## src/hw/rtl/baro_pkg.sv

```systemverilog
// Shared types, widths and constants of the barometric compensation block.
package baro_pkg;

	// Field and register widths
	localparam int RAW_W       = 24;
	localparam int CAL_W       = 16;
	localparam int NUM_CAL     = 6;
	localparam int CFG_IDX_W   = 3;
	localparam int TEMP_OUT_W  = 15;
	localparam int PRESS_OUT_W = 17;

	// Datapath widths: dT, working temperature, OFF/SENS, multiplier port, accumulator
	localparam int DT_W    = RAW_W + 1;
	localparam int TEMP_W  = 20;
	localparam int WIDE_W  = 42;
	localparam int MUL_W   = 26;
	localparam int PROD_W  = 2 * MUL_W;
	localparam int ACC_W   = 64;
	localparam int SHAMT_W = 5;

	// Coefficient register indexes
	localparam logic [CFG_IDX_W-1:0] CAL_C1 = 3'd0;
	localparam logic [CFG_IDX_W-1:0] CAL_C2 = 3'd1;
	localparam logic [CFG_IDX_W-1:0] CAL_C3 = 3'd2;
	localparam logic [CFG_IDX_W-1:0] CAL_C4 = 3'd3;
	localparam logic [CFG_IDX_W-1:0] CAL_C5 = 3'd4;
	localparam logic [CFG_IDX_W-1:0] CAL_C6 = 3'd5;

	// Conversion kinds carried in the input tuser
	localparam logic KIND_TEMP  = 1'b0;
	localparam logic KIND_PRESS = 1'b1;

	// Power-of-two scalings of the integer compensation
	localparam int C5_SH        = 8;
	localparam int OFF_BASE_SH  = 16;
	localparam int SENS_BASE_SH = 15;
	localparam logic [SHAMT_W-1:0] SH_NONE  = 5'd0;
	localparam logic [SHAMT_W-1:0] SH_HALF  = 5'd1;
	localparam logic [SHAMT_W-1:0] SH_QUART = 5'd2;
	localparam logic [SHAMT_W-1:0] SH_OFF   = 5'd7;
	localparam logic [SHAMT_W-1:0] SH_SENS  = 5'd8;
	localparam logic [SHAMT_W-1:0] SH_P     = 5'd15;
	localparam logic [SHAMT_W-1:0] SH_SCALE = 5'd21;
	localparam logic [SHAMT_W-1:0] SH_TEMP  = 5'd23;
	localparam logic [SHAMT_W-1:0] SH_T2    = 5'd31;

	// Temperature thresholds and output limits
	localparam logic signed [TEMP_W-1:0] TEMP_REF    = 20'sd2000;
	localparam logic signed [TEMP_W-1:0] TEMP_FRIGID = -20'sd1500;
	localparam logic signed [TEMP_W-1:0] TEMP_LO     = -20'sd4000;
	localparam logic signed [TEMP_W-1:0] TEMP_HI     = 20'sd8500;
	localparam logic signed [ACC_W-1:0]  PRESS_LO    = 64'sd1000;
	localparam logic signed [ACC_W-1:0]  PRESS_HI    = 64'sd120000;

	typedef logic [NUM_CAL-1:0][CAL_W-1:0] cal_arr_t;

	// One operation of the shared multiply-accumulate unit
	typedef struct packed {
		logic                     go;
		logic signed [MUL_W-1:0]  a;
		logic signed [MUL_W-1:0]  b;
		logic                     shl;      // product scaled up by 2^RAW_W
		logic [SHAMT_W-1:0]       rsh;      // truncating division by 2^rsh
		logic                     use_acc;  // divide the accumulator instead of the product
		logic                     use_init; // start from init instead of the accumulator
		logic                     neg;      // subtract the term
		logic signed [WIDE_W-1:0] init;
	} mac_op_t;

	// Finished result handed to the output register
	typedef struct packed {
		logic                   valid;
		logic [TEMP_OUT_W-1:0]  temp;
		logic [PRESS_OUT_W-1:0] press;
		logic                   clipped;
	} baro_res_t;

endpackage

```

## src/hw/rtl/baro_mac.sv

```systemverilog
// Shared multiply, truncating-shift and accumulate unit, three stages deep.
module baro_mac (
	input  logic                              clk,
	input  logic                              arst_n,
	input  baro_pkg::mac_op_t                 op,
	output logic                              done,
	output logic signed [baro_pkg::ACC_W-1:0] acc
);
	import baro_pkg::*;

	logic                     v_s1, v_s2, done_q;
	mac_op_t                  ctl_s1, ctl_s2;
	logic signed [PROD_W-1:0] prod_s1;
	logic signed [ACC_W-1:0]  term_s2;
	logic signed [ACC_W-1:0]  acc_q;
	logic signed [ACC_W-1:0]  prod_ext, term_pre, term_b, term_t, base;
	logic [ACC_W-1:0]         bias;

	// Stage two: pick the term and divide it by 2^rsh, rounding toward zero
	always_comb begin
		prod_ext = {{(ACC_W-PROD_W){prod_s1[PROD_W-1]}}, prod_s1};
		if (ctl_s1.use_acc) begin
			term_pre = acc_q;
		end else if (ctl_s1.shl) begin
			term_pre = prod_ext <<< RAW_W;
		end else begin
			term_pre = prod_ext;
		end
		bias   = term_pre[ACC_W-1] ? ~({ACC_W{1'b1}} << ctl_s1.rsh) : '0;
		term_b = term_pre + $signed(bias);
		term_t = term_b >>> ctl_s1.rsh;
	end

	// Stage three: base value for the accumulate
	always_comb begin
		if (ctl_s2.use_init) begin
			base = {{(ACC_W-WIDE_W){ctl_s2.init[WIDE_W-1]}}, ctl_s2.init};
		end else begin
			base = acc_q;
		end
	end

	// Valid pipeline
	always_ff @(posedge clk or negedge arst_n) begin
		if (!arst_n) begin
			v_s1   <= 1'b0;
			v_s2   <= 1'b0;
			done_q <= 1'b0;
		end else begin
			v_s1   <= op.go;
			v_s2   <= v_s1;
			done_q <= v_s2;
		end
	end

	// Datapath registers
	always_ff @(posedge clk) begin
		if (op.go) begin
			prod_s1 <= $signed(op.a) * $signed(op.b);
			ctl_s1  <= op;
		end
		if (v_s1) begin
			term_s2 <= term_t;
			ctl_s2  <= ctl_s1;
		end
		if (v_s2) begin
			acc_q <= ctl_s2.neg ? (base - term_s2) : (base + term_s2);
		end
	end

	assign done = done_q;
	assign acc  = acc_q;

	// Only one operation is in flight at a time
	a_one_in_flight: assert property (@(posedge clk) disable iff (!arst_n)
		op.go |=> !op.go && !v_s2)
		else $error("shared unit issued while busy");

	a_done_follows: assert property (@(posedge clk) disable iff (!arst_n)
		v_s1 |=> v_s2 ##1 done_q)
		else $error("shared unit pipeline lost an operation");

	a_done_single: assert property (@(posedge clk) disable iff (!arst_n)
		done_q |-> !v_s1 && !v_s2)
		else $error("shared unit completion overlaps another operation");

endmodule

```

## src/hw/rtl/baro_seq.sv

```systemverilog
// Sequencer that runs the compensation formula through the shared unit.
module baro_seq (
	input  logic                              clk,
	input  logic                              arst_n,
	input  logic                              start,
	input  logic [baro_pkg::RAW_W-1:0]        d1,
	input  logic [baro_pkg::RAW_W-1:0]        d2,
	input  baro_pkg::cal_arr_t                cal,
	input  logic                              res_free,
	output logic                              idle,
	output baro_pkg::baro_res_t               res,
	output baro_pkg::mac_op_t                 mac_op,
	input  logic                              mac_done,
	input  logic signed [baro_pkg::ACC_W-1:0] mac_acc
);
	import baro_pkg::*;

	localparam int XW = TEMP_W + 1;
	localparam int KW = TEMP_W + 5;

	typedef enum logic [1:0] {ST_IDLE, ST_ISSUE, ST_WAIT, ST_DONE} state_t;
	typedef enum logic [3:0] {
		OP_TEMP, OP_OFF, OP_SENS, OP_OFF2A, OP_SENS2A, OP_OFF2B, OP_SENS2B,
		OP_T2, OP_PLO, OP_PHI, OP_PSH, OP_PFIN
	} op_t;

	state_t                   state_q;
	op_t                      op_q, op_next;
	logic signed [DT_W-1:0]   dt_q;
	logic [RAW_W-1:0]         d1_q;
	logic signed [TEMP_W-1:0] temp_q;
	logic signed [WIDE_W-1:0] off_q, sens_q;
	logic                     cold, frigid;
	logic signed [XW-1:0]     x_w, y_w;
	logic signed [KW-1:0]     x5_w, y7_w, y11_w;
	logic signed [TEMP_W-1:0] temp_clip;
	logic signed [ACC_W-1:0]  press_clip;
	logic                     clip_t, clip_p;

	// Low-temperature branches use the first-order temperature
	assign cold   = temp_q < TEMP_REF;
	assign frigid = temp_q < TEMP_FRIGID;

	// Distances from the thresholds and their small constant multiples
	always_comb begin
		x_w   = XW'(temp_q) - XW'(TEMP_REF);
		y_w   = XW'(temp_q) - XW'(TEMP_FRIGID);
		x5_w  = (KW'(x_w) <<< 2) + KW'(x_w);
		y7_w  = (KW'(y_w) <<< 3) - KW'(y_w);
		y11_w = (KW'(y_w) <<< 3) + (KW'(y_w) <<< 1) + KW'(y_w);
	end

	// Operation order, skipping the correction terms that do not apply
	always_comb begin
		case (op_q)
			OP_TEMP:   op_next = OP_OFF;
			OP_OFF:    op_next = OP_SENS;
			OP_SENS:   op_next = cold ? OP_OFF2A : OP_PLO;
			OP_OFF2A:  op_next = OP_SENS2A;
			OP_SENS2A: op_next = frigid ? OP_OFF2B : OP_T2;
			OP_OFF2B:  op_next = OP_SENS2B;
			OP_SENS2B: op_next = OP_T2;
			OP_T2:     op_next = OP_PLO;
			OP_PLO:    op_next = OP_PHI;
			OP_PHI:    op_next = OP_PSH;
			OP_PSH:    op_next = OP_PFIN;
			default:   op_next = OP_PFIN;
		endcase
	end

	// Operands and control of the current operation
	always_comb begin
		mac_op    = '0;
		mac_op.go = (state_q == ST_ISSUE);
		case (op_q)
			OP_TEMP: begin
				mac_op.a        = MUL_W'(dt_q);
				mac_op.b        = MUL_W'(cal[CAL_C6]);
				mac_op.rsh      = SH_TEMP;
				mac_op.use_init = 1'b1;
				mac_op.init     = WIDE_W'(TEMP_REF);
			end
			OP_OFF: begin
				mac_op.a        = MUL_W'(dt_q);
				mac_op.b        = MUL_W'(cal[CAL_C4]);
				mac_op.rsh      = SH_OFF;
				mac_op.use_init = 1'b1;
				mac_op.init     = WIDE_W'(cal[CAL_C2]) << OFF_BASE_SH;
			end
			OP_SENS: begin
				mac_op.a        = MUL_W'(dt_q);
				mac_op.b        = MUL_W'(cal[CAL_C3]);
				mac_op.rsh      = SH_SENS;
				mac_op.use_init = 1'b1;
				mac_op.init     = WIDE_W'(cal[CAL_C1]) << SENS_BASE_SH;
			end
			OP_OFF2A: begin
				mac_op.a        = MUL_W'(x_w);
				mac_op.b        = MUL_W'(x5_w);
				mac_op.rsh      = SH_HALF;
				mac_op.use_init = 1'b1;
				mac_op.neg      = 1'b1;
				mac_op.init     = off_q;
			end
			OP_SENS2A: begin
				mac_op.a        = MUL_W'(x_w);
				mac_op.b        = MUL_W'(x5_w);
				mac_op.rsh      = SH_QUART;
				mac_op.use_init = 1'b1;
				mac_op.neg      = 1'b1;
				mac_op.init     = sens_q;
			end
			OP_OFF2B: begin
				mac_op.a        = MUL_W'(y_w);
				mac_op.b        = MUL_W'(y7_w);
				mac_op.rsh      = SH_NONE;
				mac_op.use_init = 1'b1;
				mac_op.neg      = 1'b1;
				mac_op.init     = off_q;
			end
			OP_SENS2B: begin
				mac_op.a        = MUL_W'(y_w);
				mac_op.b        = MUL_W'(y11_w);
				mac_op.rsh      = SH_HALF;
				mac_op.use_init = 1'b1;
				mac_op.neg      = 1'b1;
				mac_op.init     = sens_q;
			end
			OP_T2: begin
				mac_op.a        = MUL_W'(dt_q);
				mac_op.b        = MUL_W'(dt_q);
				mac_op.rsh      = SH_T2;
				mac_op.use_init = 1'b1;
				mac_op.neg      = 1'b1;
				mac_op.init     = WIDE_W'(temp_q);
			end
			OP_PLO: begin
				// Low part of D1*SENS with the unsigned low slice of SENS
				mac_op.a        = MUL_W'(d1_q);
				mac_op.b        = MUL_W'(sens_q[RAW_W-1:0]);
				mac_op.rsh      = SH_NONE;
				mac_op.use_init = 1'b1;
			end
			OP_PHI: begin
				// High part, signed upper slice of SENS, weighted by 2^RAW_W
				mac_op.a   = MUL_W'(d1_q);
				mac_op.b   = MUL_W'($signed(sens_q[WIDE_W-1:RAW_W]));
				mac_op.shl = 1'b1;
				mac_op.rsh = SH_NONE;
			end
			OP_PSH: begin
				// Accumulator becomes OFF - D1*SENS/2^21
				mac_op.rsh      = SH_SCALE;
				mac_op.use_acc  = 1'b1;
				mac_op.use_init = 1'b1;
				mac_op.neg      = 1'b1;
				mac_op.init     = off_q;
			end
			OP_PFIN: begin
				// Negate while dividing: truncation toward zero is symmetric
				mac_op.rsh      = SH_P;
				mac_op.use_acc  = 1'b1;
				mac_op.use_init = 1'b1;
				mac_op.neg      = 1'b1;
			end
			default: begin
				mac_op.go = 1'b0;
			end
		endcase
	end

	// Saturation of both results
	always_comb begin
		clip_t    = 1'b0;
		clip_p    = 1'b0;
		temp_clip = temp_q;
		if (temp_q < TEMP_LO) begin
			temp_clip = TEMP_LO;
			clip_t    = 1'b1;
		end else if (temp_q > TEMP_HI) begin
			temp_clip = TEMP_HI;
			clip_t    = 1'b1;
		end
		press_clip = mac_acc;
		if (mac_acc < PRESS_LO) begin
			press_clip = PRESS_LO;
			clip_p     = 1'b1;
		end else if (mac_acc > PRESS_HI) begin
			press_clip = PRESS_HI;
			clip_p     = 1'b1;
		end
		res.valid   = (state_q == ST_DONE) && res_free;
		res.temp    = temp_clip[TEMP_OUT_W-1:0];
		res.press   = press_clip[PRESS_OUT_W-1:0];
		res.clipped = clip_t || clip_p;
	end

	assign idle = (state_q == ST_IDLE);

	// State, operation index and captured intermediates
	always_ff @(posedge clk or negedge arst_n) begin
		if (!arst_n) begin
			state_q <= ST_IDLE;
			op_q    <= OP_TEMP;
		end else begin
			case (state_q)
				ST_IDLE: begin
					if (start) begin
						dt_q    <= $signed({1'b0, d2}) - $signed({1'b0, cal[CAL_C5], {C5_SH{1'b0}}});
						d1_q    <= d1;
						op_q    <= OP_TEMP;
						state_q <= ST_ISSUE;
					end
				end
				ST_ISSUE: begin
					state_q <= ST_WAIT;
				end
				ST_WAIT: begin
					if (mac_done) begin
						case (op_q)
							OP_TEMP, OP_T2:               temp_q <= mac_acc[TEMP_W-1:0];
							OP_OFF, OP_OFF2A, OP_OFF2B:   off_q  <= mac_acc[WIDE_W-1:0];
							OP_SENS, OP_SENS2A, OP_SENS2B: sens_q <= mac_acc[WIDE_W-1:0];
							default: ;
						endcase
						if (op_q == OP_PFIN) begin
							state_q <= ST_DONE;
						end else begin
							op_q    <= op_next;
							state_q <= ST_ISSUE;
						end
					end
				end
				ST_DONE: begin
					if (res_free) begin
						state_q <= ST_IDLE;
					end
				end
				default: begin
					state_q <= ST_IDLE;
				end
			endcase
		end
	end

	a_done_in_wait: assert property (@(posedge clk) disable iff (!arst_n)
		mac_done |-> state_q == ST_WAIT)
		else $error("shared unit finished outside a wait");

	a_issue_then_wait: assert property (@(posedge clk) disable iff (!arst_n)
		state_q == ST_ISSUE |=> state_q == ST_WAIT && !mac_op.go)
		else $error("sequencer issued twice");

	a_res_then_idle: assert property (@(posedge clk) disable iff (!arst_n)
		res.valid |=> state_q == ST_IDLE)
		else $error("sequencer kept running after its result");

endmodule

```

## src/hw/rtl/baro_sensor_compensation.sv

```systemverilog
// Top level: stream ports, coefficient registers, raw stores and output register.
// Each word runs 7 to 12 formula steps on the one shared 26x26 multiply-accumulate
// unit; the low-temperature corrections below 20.00 degC and below -15.00 degC add steps.
// The next input word is accepted only after the result enters the output register,
// so one word is in work at a time, and a stalled output holds the next word off.
// Reset clears coefficients and both stored raws to zero and empties the output.
module baro_sensor_compensation (
	input  logic                               clk,
	input  logic                               arst_n,
	// Input stream
	input  logic                               s_axis_tvalid,
	output logic                               s_axis_tready,
	input  logic [23:0]                        s_axis_tdata,  // [23:0] raw_value
	input  logic                               s_axis_tuser,  // [0] conversion_kind
	// Output stream
	output logic                               m_axis_tvalid,
	input  logic                               m_axis_tready,
	output logic [31:0]                        m_axis_tdata,  // [14:0] temperature_centi, [31:15] pressure_pascal
	output logic                               m_axis_tuser,  // [0] range_clipped
	// Coefficient writes
	input  logic                               cfg_valid,
	output logic                               cfg_ready,
	input  logic [baro_pkg::CFG_IDX_W-1:0]     cfg_index,
	input  logic [baro_pkg::CAL_W-1:0]         cfg_data
);
	import baro_pkg::*;

	cal_arr_t                cal_q;
	logic [RAW_W-1:0]        temp_raw_q, press_raw_q;
	logic                    start_q, seq_idle, accept;
	logic                    m_tvalid_q;
	logic [TEMP_OUT_W-1:0]   temp_out_q;
	logic [PRESS_OUT_W-1:0]  press_out_q;
	logic                    clip_out_q;
	baro_res_t               res;
	mac_op_t                 mac_op;
	logic                    mac_done;
	logic signed [ACC_W-1:0] mac_acc;

	assign cfg_ready     = 1'b1;
	assign accept        = s_axis_tvalid && s_axis_tready;
	assign s_axis_tready = seq_idle && !start_q;

	// Coefficient registers; writes past the last register are dropped
	always_ff @(posedge clk or negedge arst_n) begin
		if (!arst_n) begin
			cal_q <= '0;
		end else if (cfg_valid && (cfg_index < CFG_IDX_W'(NUM_CAL))) begin
			cal_q[cfg_index] <= cfg_data;
		end
	end

	// Raw stores and start of a compensation run
	always_ff @(posedge clk or negedge arst_n) begin
		if (!arst_n) begin
			temp_raw_q  <= '0;
			press_raw_q <= '0;
			start_q     <= 1'b0;
		end else begin
			start_q <= accept;
			if (accept) begin
				if (s_axis_tuser == KIND_PRESS) begin
					press_raw_q <= s_axis_tdata[RAW_W-1:0];
				end else begin
					temp_raw_q <= s_axis_tdata[RAW_W-1:0];
				end
			end
		end
	end

	// Output register
	always_ff @(posedge clk or negedge arst_n) begin
		if (!arst_n) begin
			m_tvalid_q <= 1'b0;
		end else if (res.valid) begin
			m_tvalid_q <= 1'b1;
		end else if (m_axis_tready) begin
			m_tvalid_q <= 1'b0;
		end
	end

	always_ff @(posedge clk) begin
		if (res.valid) begin
			temp_out_q  <= res.temp;
			press_out_q <= res.press;
			clip_out_q  <= res.clipped;
		end
	end

	assign m_axis_tvalid = m_tvalid_q;
	assign m_axis_tdata  = {press_out_q, temp_out_q};
	assign m_axis_tuser  = clip_out_q;

	baro_seq u_seq (
		.clk      (clk),
		.arst_n   (arst_n),
		.start    (start_q),
		.d1       (press_raw_q),
		.d2       (temp_raw_q),
		.cal      (cal_q),
		.res_free (!m_tvalid_q || m_axis_tready),
		.idle     (seq_idle),
		.res      (res),
		.mac_op   (mac_op),
		.mac_done (mac_done),
		.mac_acc  (mac_acc)
	);

	baro_mac u_mac (
		.clk    (clk),
		.arst_n (arst_n),
		.op     (mac_op),
		.done   (mac_done),
		.acc    (mac_acc)
	);

	a_busy_after_accept: assert property (@(posedge clk) disable iff (!arst_n)
		accept |=> !s_axis_tready)
		else $error("input taken while a word is in work");

	a_no_overwrite: assert property (@(posedge clk) disable iff (!arst_n)
		res.valid |-> !(m_tvalid_q && !m_axis_tready))
		else $error("result would overwrite a waiting output word");

	a_out_in_range: assert property (@(posedge clk) disable iff (!arst_n)
		m_tvalid_q |-> $signed(temp_out_q) >= -15'sd4000 && $signed(temp_out_q) <= 15'sd8500
			&& press_out_q >= 17'd1000 && press_out_q <= 17'd120000)
		else $error("output word outside its saturation range");

endmodule

```

## config.mk

```make
export PLATFORM = sky130hd
export DESIGN_NAME = baro_sensor_compensation
export DESIGN_NICKNAME = d
export VERILOG_FILES = /design/src/hw/rtl/baro_pkg.sv /design/src/hw/rtl/baro_mac.sv /design/src/hw/rtl/baro_seq.sv /design/src/hw/rtl/baro_sensor_compensation.sv
export SDC_FILE = /design/constraint.sdc
export NUM_CORES = 2
export LEC_CHECK = 0
export BUFFER_PORTS_ARGS = -buffer_cell sky130_fd_sc_hd__clkbuf_2
export CAP_MARGIN = 10
export CORE_MARGIN = 8
export CORE_UTILIZATION = 60
export CTS_CLUSTER_SIZE = 24
export DETAILED_ROUTE_END_ITERATION = 8
export PLACE_DENSITY_LB_ADDON = 0.12
export SLEW_MARGIN = 5
export SYNTH_ARGS = -nofsm -noshare
export SYNTH_HDL_FRONTEND = slang
export SYNTH_SLANG_ARGS = --single-unit
```

## constraint.sdc

```tcl
create_clock -name clk -period 10.9 [get_ports clk]
set_input_delay 2.18 -clock clk [delete_from_list [all_inputs] [get_ports clk]]
set_output_delay 2.18 -clock clk [all_outputs]
set_load 0.02 [all_outputs]
```

# Word-level counts from Yosys, hierarchy flattened
# Index checks and enable logic that the tools add are counted.
# Widths: inputs -> output; s select.
# totals
in_bits	49
ff_bits	616
# classes
n_shift	2
n_reduce_logical	34
n_eq_ne	18
n_lt_le_gt_ge	9
n_addsub	10
multipliers	1
n_bitwise	2
n_mux	36
# ops
op	n
$pmux 52 s9	1
$mux 64	5
$pmux 42 s6	1
$add 64x64->64	2
$bwmux 96	1
$gt 64x18->1 const B	1
$lt 64x11->1 const B	1
$not 64->64	1
$shl 64x5->64 const A	1
$sshr 64x5->64	1
$sub 64x64->64	1
$mul 26x26->52	1
$demux 16 s3	1
$sub 20x12->21 const B	2
$lt 20x12->1 const B	2
$pmux 4 s10	1
$pmux 5 s8	1
$add 24x22->25	1
$add 25x21->25	1
$sub 24x21->25	1
$sub 24x24->25	1
$add 23x21->24	1
$gt 20x15->1 const B	1
$lt 20x13->1 const B	1
other kinds (34)	81

# Longest topological paths before layout
# logic_depth
ltp_word	6
mapped_depth	49

# Cells and area by module
# A second synthesis with hierarchy kept.
# hier_totals
hier_cells	6728
area_unflattened_um2	66338.6
# modules_own_cells
module	area_each_um2	n_inst	seq_area_each_um2	cells_per_inst
baro_mac	46542.1	1	8333.0	4960
baro_seq	13157.6	1	4744.6	1417
baro_sensor_compensation	6638.9	1	4644.5	351

# Worst setup path before layout
# OpenSTA, ideal clock, no wires.
# synth_path
path_type	flip-flop to flip-flop
startpoint	reg u_seq.temp_q[2]
endpoint	reg u_mac.prod_s1[50] (data pin)
stages_incl_launch_ff	47
required_time_ns	10.631
setup_time_ns	0.269
path_slack_ns	-0.875
t_arrival_ns	11.506
cell_sequence	edfxtp_1 -> buf_2 -> inv_1 -> ha_1 -> nand2b_1 -> a21boi_0 -> or2_2 -> clkbuf_1 -> inv_1 -> ha_1 -> a21o_1 -> a211oi_1 -> a2bb2oi_1 -> a21oi_1 -> o41a_1 -> a2111oi_2 -> nor4_4 -> a21boi_1 -> [11 not listed] -> fa_1 -> fa_1 -> inv_1 -> fa_1 -> inv_1 -> ha_1 -> a21o_1 -> a21o_1 -> a21oi_1 -> o21ai_0 -> or4_1 -> o211a_1 -> a22o_1 -> o221ai_1 -> a21oi_1 -> nor3_1 -> o31ai_1 -> xor2_1
# synth_between
elab_chain_len	5
# synth_rtl
element	line	source
from (decl)	baro_seq.sv:31	logic signed [TEMP_W-1:0] temp_q;
from (signal assigned)	baro_seq.sv:221	OP_TEMP, OP_T2: temp_q <= mac_acc[TEMP_W-1:0];
$sub 20x12->21	baro_seq.sv:47	y_w = XW'(temp_q) - XW'(TEMP_FRIGID);
$add 24x22->25	baro_seq.sv:50	y11_w = (KW'(y_w) <<< 3) + (KW'(y_w) <<< 1) + KW'(y_w);
$add 25x21->25	baro_seq.sv:50	
$pmux 52 s9 (*)	baro_seq.sv:75	case (op_q)
$mul 26x26->52 (*)	baro_mac.sv:59	prod_s1 <= $signed(op.a) * $signed(op.b);
to (signal assigned)	baro_mac.sv:59	
to (decl)	baro_mac.sv:13	logic signed [PROD_W-1:0] prod_s1;
# Every way passes the cells marked *; elsewhere a longest branch is shown, timed or not.
# A chain may end at the register's enable or synchronous reset.

# Final worst setup path
# layout_path
startpoint	reg u_seq.temp_q[4]
endpoint	reg u_mac.prod_s1[50] (data pin)
# The elaborated chain is that of the path after synthesis.

==> run summary <==
* endpoint of the worst hold-timing path: u_mac.ctl_s2[2]
* fraction of layout instances using a drive strength above 1: 0.182
* shortest clock period the worst path allows after layout: 10.99 ns
* total DRC errors in the routed layout: 0
* number of buffers added to fix hold violations after cts: 0
* clock transition at the register clock pins on the worst setup and hold paths after CTS: 0.07 ns
* DP Area: 0.0708 mm2
* WHS: 0.402 ns
* Final Non-Filler Cells: 8591
* aggregate negative setup slack: -0.216 ns
* R2R Path End: u_mac.prod_s1[50]
* predominant post-synthesis flop cell: sky130_fd_sc_hd__edfxtp_1
* Mean Syn Cell Area: 9.75 um2
* category of the worst setup path launch point: register
* number of placement rows: 121
* GRT overflow: 0
* wirelength, routed: 229000 um
* placer congestion estimate: 1.03
* Final period util: 1.01
* area growth from synthesis to layout: 14.1%
* top cells by area, synth: sky130_fd_sc_hd__fa_1, sky130_fd_sc_hd__edfxtp_1, sky130_fd_sc_hd__ha_1, sky130_fd_sc_hd__dfrtp_1, sky130_fd_sc_hd__inv_1
* number of flops mapped to enable cells by yosys: 461
* area share of the largest cell type after synthesis: 0.217
* Least-Margin Pin Slew: 1.38 ns
* CP Data Required Time: 11.23 ns
* Initial DRT Pass Iterations: 9
* commonest non-fill, non-tap cell in the layout: sky130_fd_sc_hd__inv_1
* highest attainable clock frequency: 91.0 MHz
* most frequent cells in the layout: sky130_fd_sc_hd__inv_1, sky130_fd_sc_hd__nand2_1, sky130_fd_sc_hd__fa_1
* share of the yosys chip area belonging to registers: 0.272
* total of warnings raised by yosys: 0
* largest area contributor in the netlist: sky130_fd_sc_hd__fa_1
* number of I/O pins: 85
* average wire length per cell after detail routing: 26.6 um
* H-tree depth reported by CTS: 3
* final setup margin: -0.0925 ns
* clock tree from TritonCTS: yes
* Fin. Hold Viols: 0
* reg-to-reg startpoint: u_seq.temp_q[4]
* Min-Delay Path Class: register to register
* post-synthesis sequential element count: 616
* Critical Path Sink Type: register
* overall via count from detail_route: 54.8k
* Top cell by count, worst path: sky130_fd_sc_hd__fa_1
* HP Start: u_mac.ctl_s1[2]
* depth of the most critical reg-to-reg path: 44
* summed instance area of the synthesized netlist: 0.0652 mm2
* critical path arrival: 11.32 ns
* number of setup violations in the final report: 5
* buffer cell driving the clock tree root: sky130_fd_sc_hd__clkbuf_16
* total of max-cap violations: 0
* async set-or-reset flop fraction in the synthesized netlist: 0.252
* Total Die Area: 0.120 mm2
* critical setup path kind: register to register
* unrepaired setup endpoints after global routing: true
* estimated wirelength of the detail-placed design: 183000 um
* final max-slew violation count: 0
* Final Skew: 0.0642 ns
* Netlist cell types: 118
* Max Fanout on Critical Path: 8
* TritonCTS buffer count: 69
* Net count, final: 8194
* failing checks: setup timing
* Mapped Cells: 6692
* DIE HEIGHT: 346 um
* Min-Delay Path Depth: 0
* Critical Path Slowest Stage Cell: sky130_fd_sc_hd__fa_2
* die extent in x: 346 um
* Slew Limit Headroom: 0.0793
* Initial Util: 0.602
* via count normalized by instance count: 6.38
* area of the core region: 0.108 mm2
* number of nets in the synthesized netlist: 7771
* antenna violations before repair: 12
* First DRT Iteration DRCs: 6976
* reg-to-reg slack, setup: -0.09 ns
* outcome: finished, violations left
* Crit path largest cell delay: 0.56 ns
* source-to-sink clock delay at the later pin of the worst-skew pair: 0.65 ns
* post-route design area: 0.0744 mm2
* global-route wire length before repair: 338000 um
* placed cell count: 8407
* number of buffers inserted by port buffering: 83
* maximum number of pins on one net before global-route repair: 77
* total routing resource utilization after global routing: 0.372
* CTS sink count: 616
* number of global-route vias before repair: 53.5k
* ANT nets after route: 0
* clk buf depth: 3
==> cell usage after synthesis, types with 37 or more instances <==
library cell,n
sky130_fd_sc_hd__a211oi_1,55
sky130_fd_sc_hd__dfrtp_1,155
sky130_fd_sc_hd__a31oi_1,71
sky130_fd_sc_hd__nand2b_1,63
sky130_fd_sc_hd__o21ai_0,259
sky130_fd_sc_hd__nor3_1,90
sky130_fd_sc_hd__mux2i_1,96
sky130_fd_sc_hd__and2_1,67
sky130_fd_sc_hd__edfxtp_1,461
sky130_fd_sc_hd__mux2_2,208
sky130_fd_sc_hd__a21o_1,127
sky130_fd_sc_hd__o21a_1,58
sky130_fd_sc_hd__nor4_1,46
sky130_fd_sc_hd__nand4_1,54
sky130_fd_sc_hd__xnor2_1,234
sky130_fd_sc_hd__nor2_1,437
sky130_fd_sc_hd__fa_1,707
sky130_fd_sc_hd__nand3_1,76
sky130_fd_sc_hd__xor2_1,80
sky130_fd_sc_hd__o21ai_1,47
sky130_fd_sc_hd__nor2b_1,53
sky130_fd_sc_hd__a222oi_1,60
sky130_fd_sc_hd__nand2_1,758
sky130_fd_sc_hd__a21oi_1,308
sky130_fd_sc_hd__ha_1,323
sky130_fd_sc_hd__a221oi_1,37
sky130_fd_sc_hd__inv_1,871
sky130_fd_sc_hd__clkbuf_1,260
==> sequential cells by signal, indices dropped and copies added (netlist names), 42 cells and up <==
register       cells
cal_q             96
u_mac.ctl_s1      51
u_mac.prod_s1     52
u_seq.sens_q      42
u_seq.off_q       42
u_mac.ctl_s2      44
u_mac.acc         64
u_mac.term_s2     64
==> timing repair <==
action                                  CTS  global route
pin swaps                                32           115
hold endpoints to repair                  0             0
endpoints found under the setup margin   16            25
resized for setup                        47           165
setup buffers                            11            40
gates cloned                              0             2
==> metal layers <==
| metal | routed length, um | track usage | vias to the layer above |
|---|---|---|---|
| met2 | 98700 | 0.558 | 3234 |
| met4 | 12700 | 0.168 | 6 |
| met3 | 27900 | 0.107 | 659 |
| li1 | - | - | 23910 |
| met5 | 38 | 0 | - |
| met1 | 89300 | 0.504 | 27008 |
==> cell families (layout without fill, tap and decap cells) <==
logic type / Yosys count / in the layout / synth area share
buffers and inverters: 1213 / 1691 / 0.0716
AND/OR/NAND/NOR: 1791 / 1791 / 0.127
multiplexers: 345 / 345 / 0.0637
other: 1 / 7 / 0.0000575
adder cells (fa/ha/maj): 1034 / 1034 / 0.280
flip-flops: 616 / 616 / 0.272
XOR/XNOR: 317 / 317 / 0.0429
AO/OA/AOI/OAI: 1375 / 1376 / 0.144
==> metrics by stage <==
step                      setup slack [ns]  utilization
after CTS                           -0.198        0.677
after global routing                -0.445        0.687
after floorplan                    0.00839            -
after detailed placement            -0.580        0.653
after global placement              -0.441        0.653
final                              -0.0925        0.687
==> layout make-up <==
cell class | instances | area [um2]
Multi-Input combinational cell | 4864 | 44000
Fill cell | 8395 | 34000
Sequential cell | 616 | 17700
Timing Repair Buffer | 684 | 5330
Inverter | 880 | 3310
Clock buffer | 86 | 1810
Tap cell | 1414 | 1770
Clock inverter | 41 | 500
Antenna cell | 6 | 15.0
==> worst max-delay path: cells and delay by family, from the launching register on <==
family                   cells  cell delay [ns]
AND/OR/NAND/NOR              7             1.47
AO/OA/AOI/OAI               17             3.17
XOR/XNOR                     1             0.15
adder cells (fa/ha/maj)     11             4.76
flip-flops                   1             0.47
buffers and inverters        8             0.70
==> how the worst max path moves through the flow <==
stage,startpoint,endpoint,slack [ns],depth (start not counted)
final,u_seq.temp_q[4],u_mac.prod_s1[50],-0.09,44
after floorplan,u_seq.temp_q[2],u_mac.prod_s1[50],0.008,45
after detailed placement,u_seq.temp_q[4],u_mac.prod_s1[50],-0.58,45
after global routing,u_seq.temp_q[4],u_mac.prod_s1[50],-0.44,44
after CTS,u_seq.temp_q[4],u_mac.prod_s1[50],-0.20,43
after global placement,u_seq.temp_q[4],u_mac.prod_s1[50],-0.44,41
Power is not shown: default switching activity piles up to over one toggle a cycle in this logic, so the estimate is an artifact.
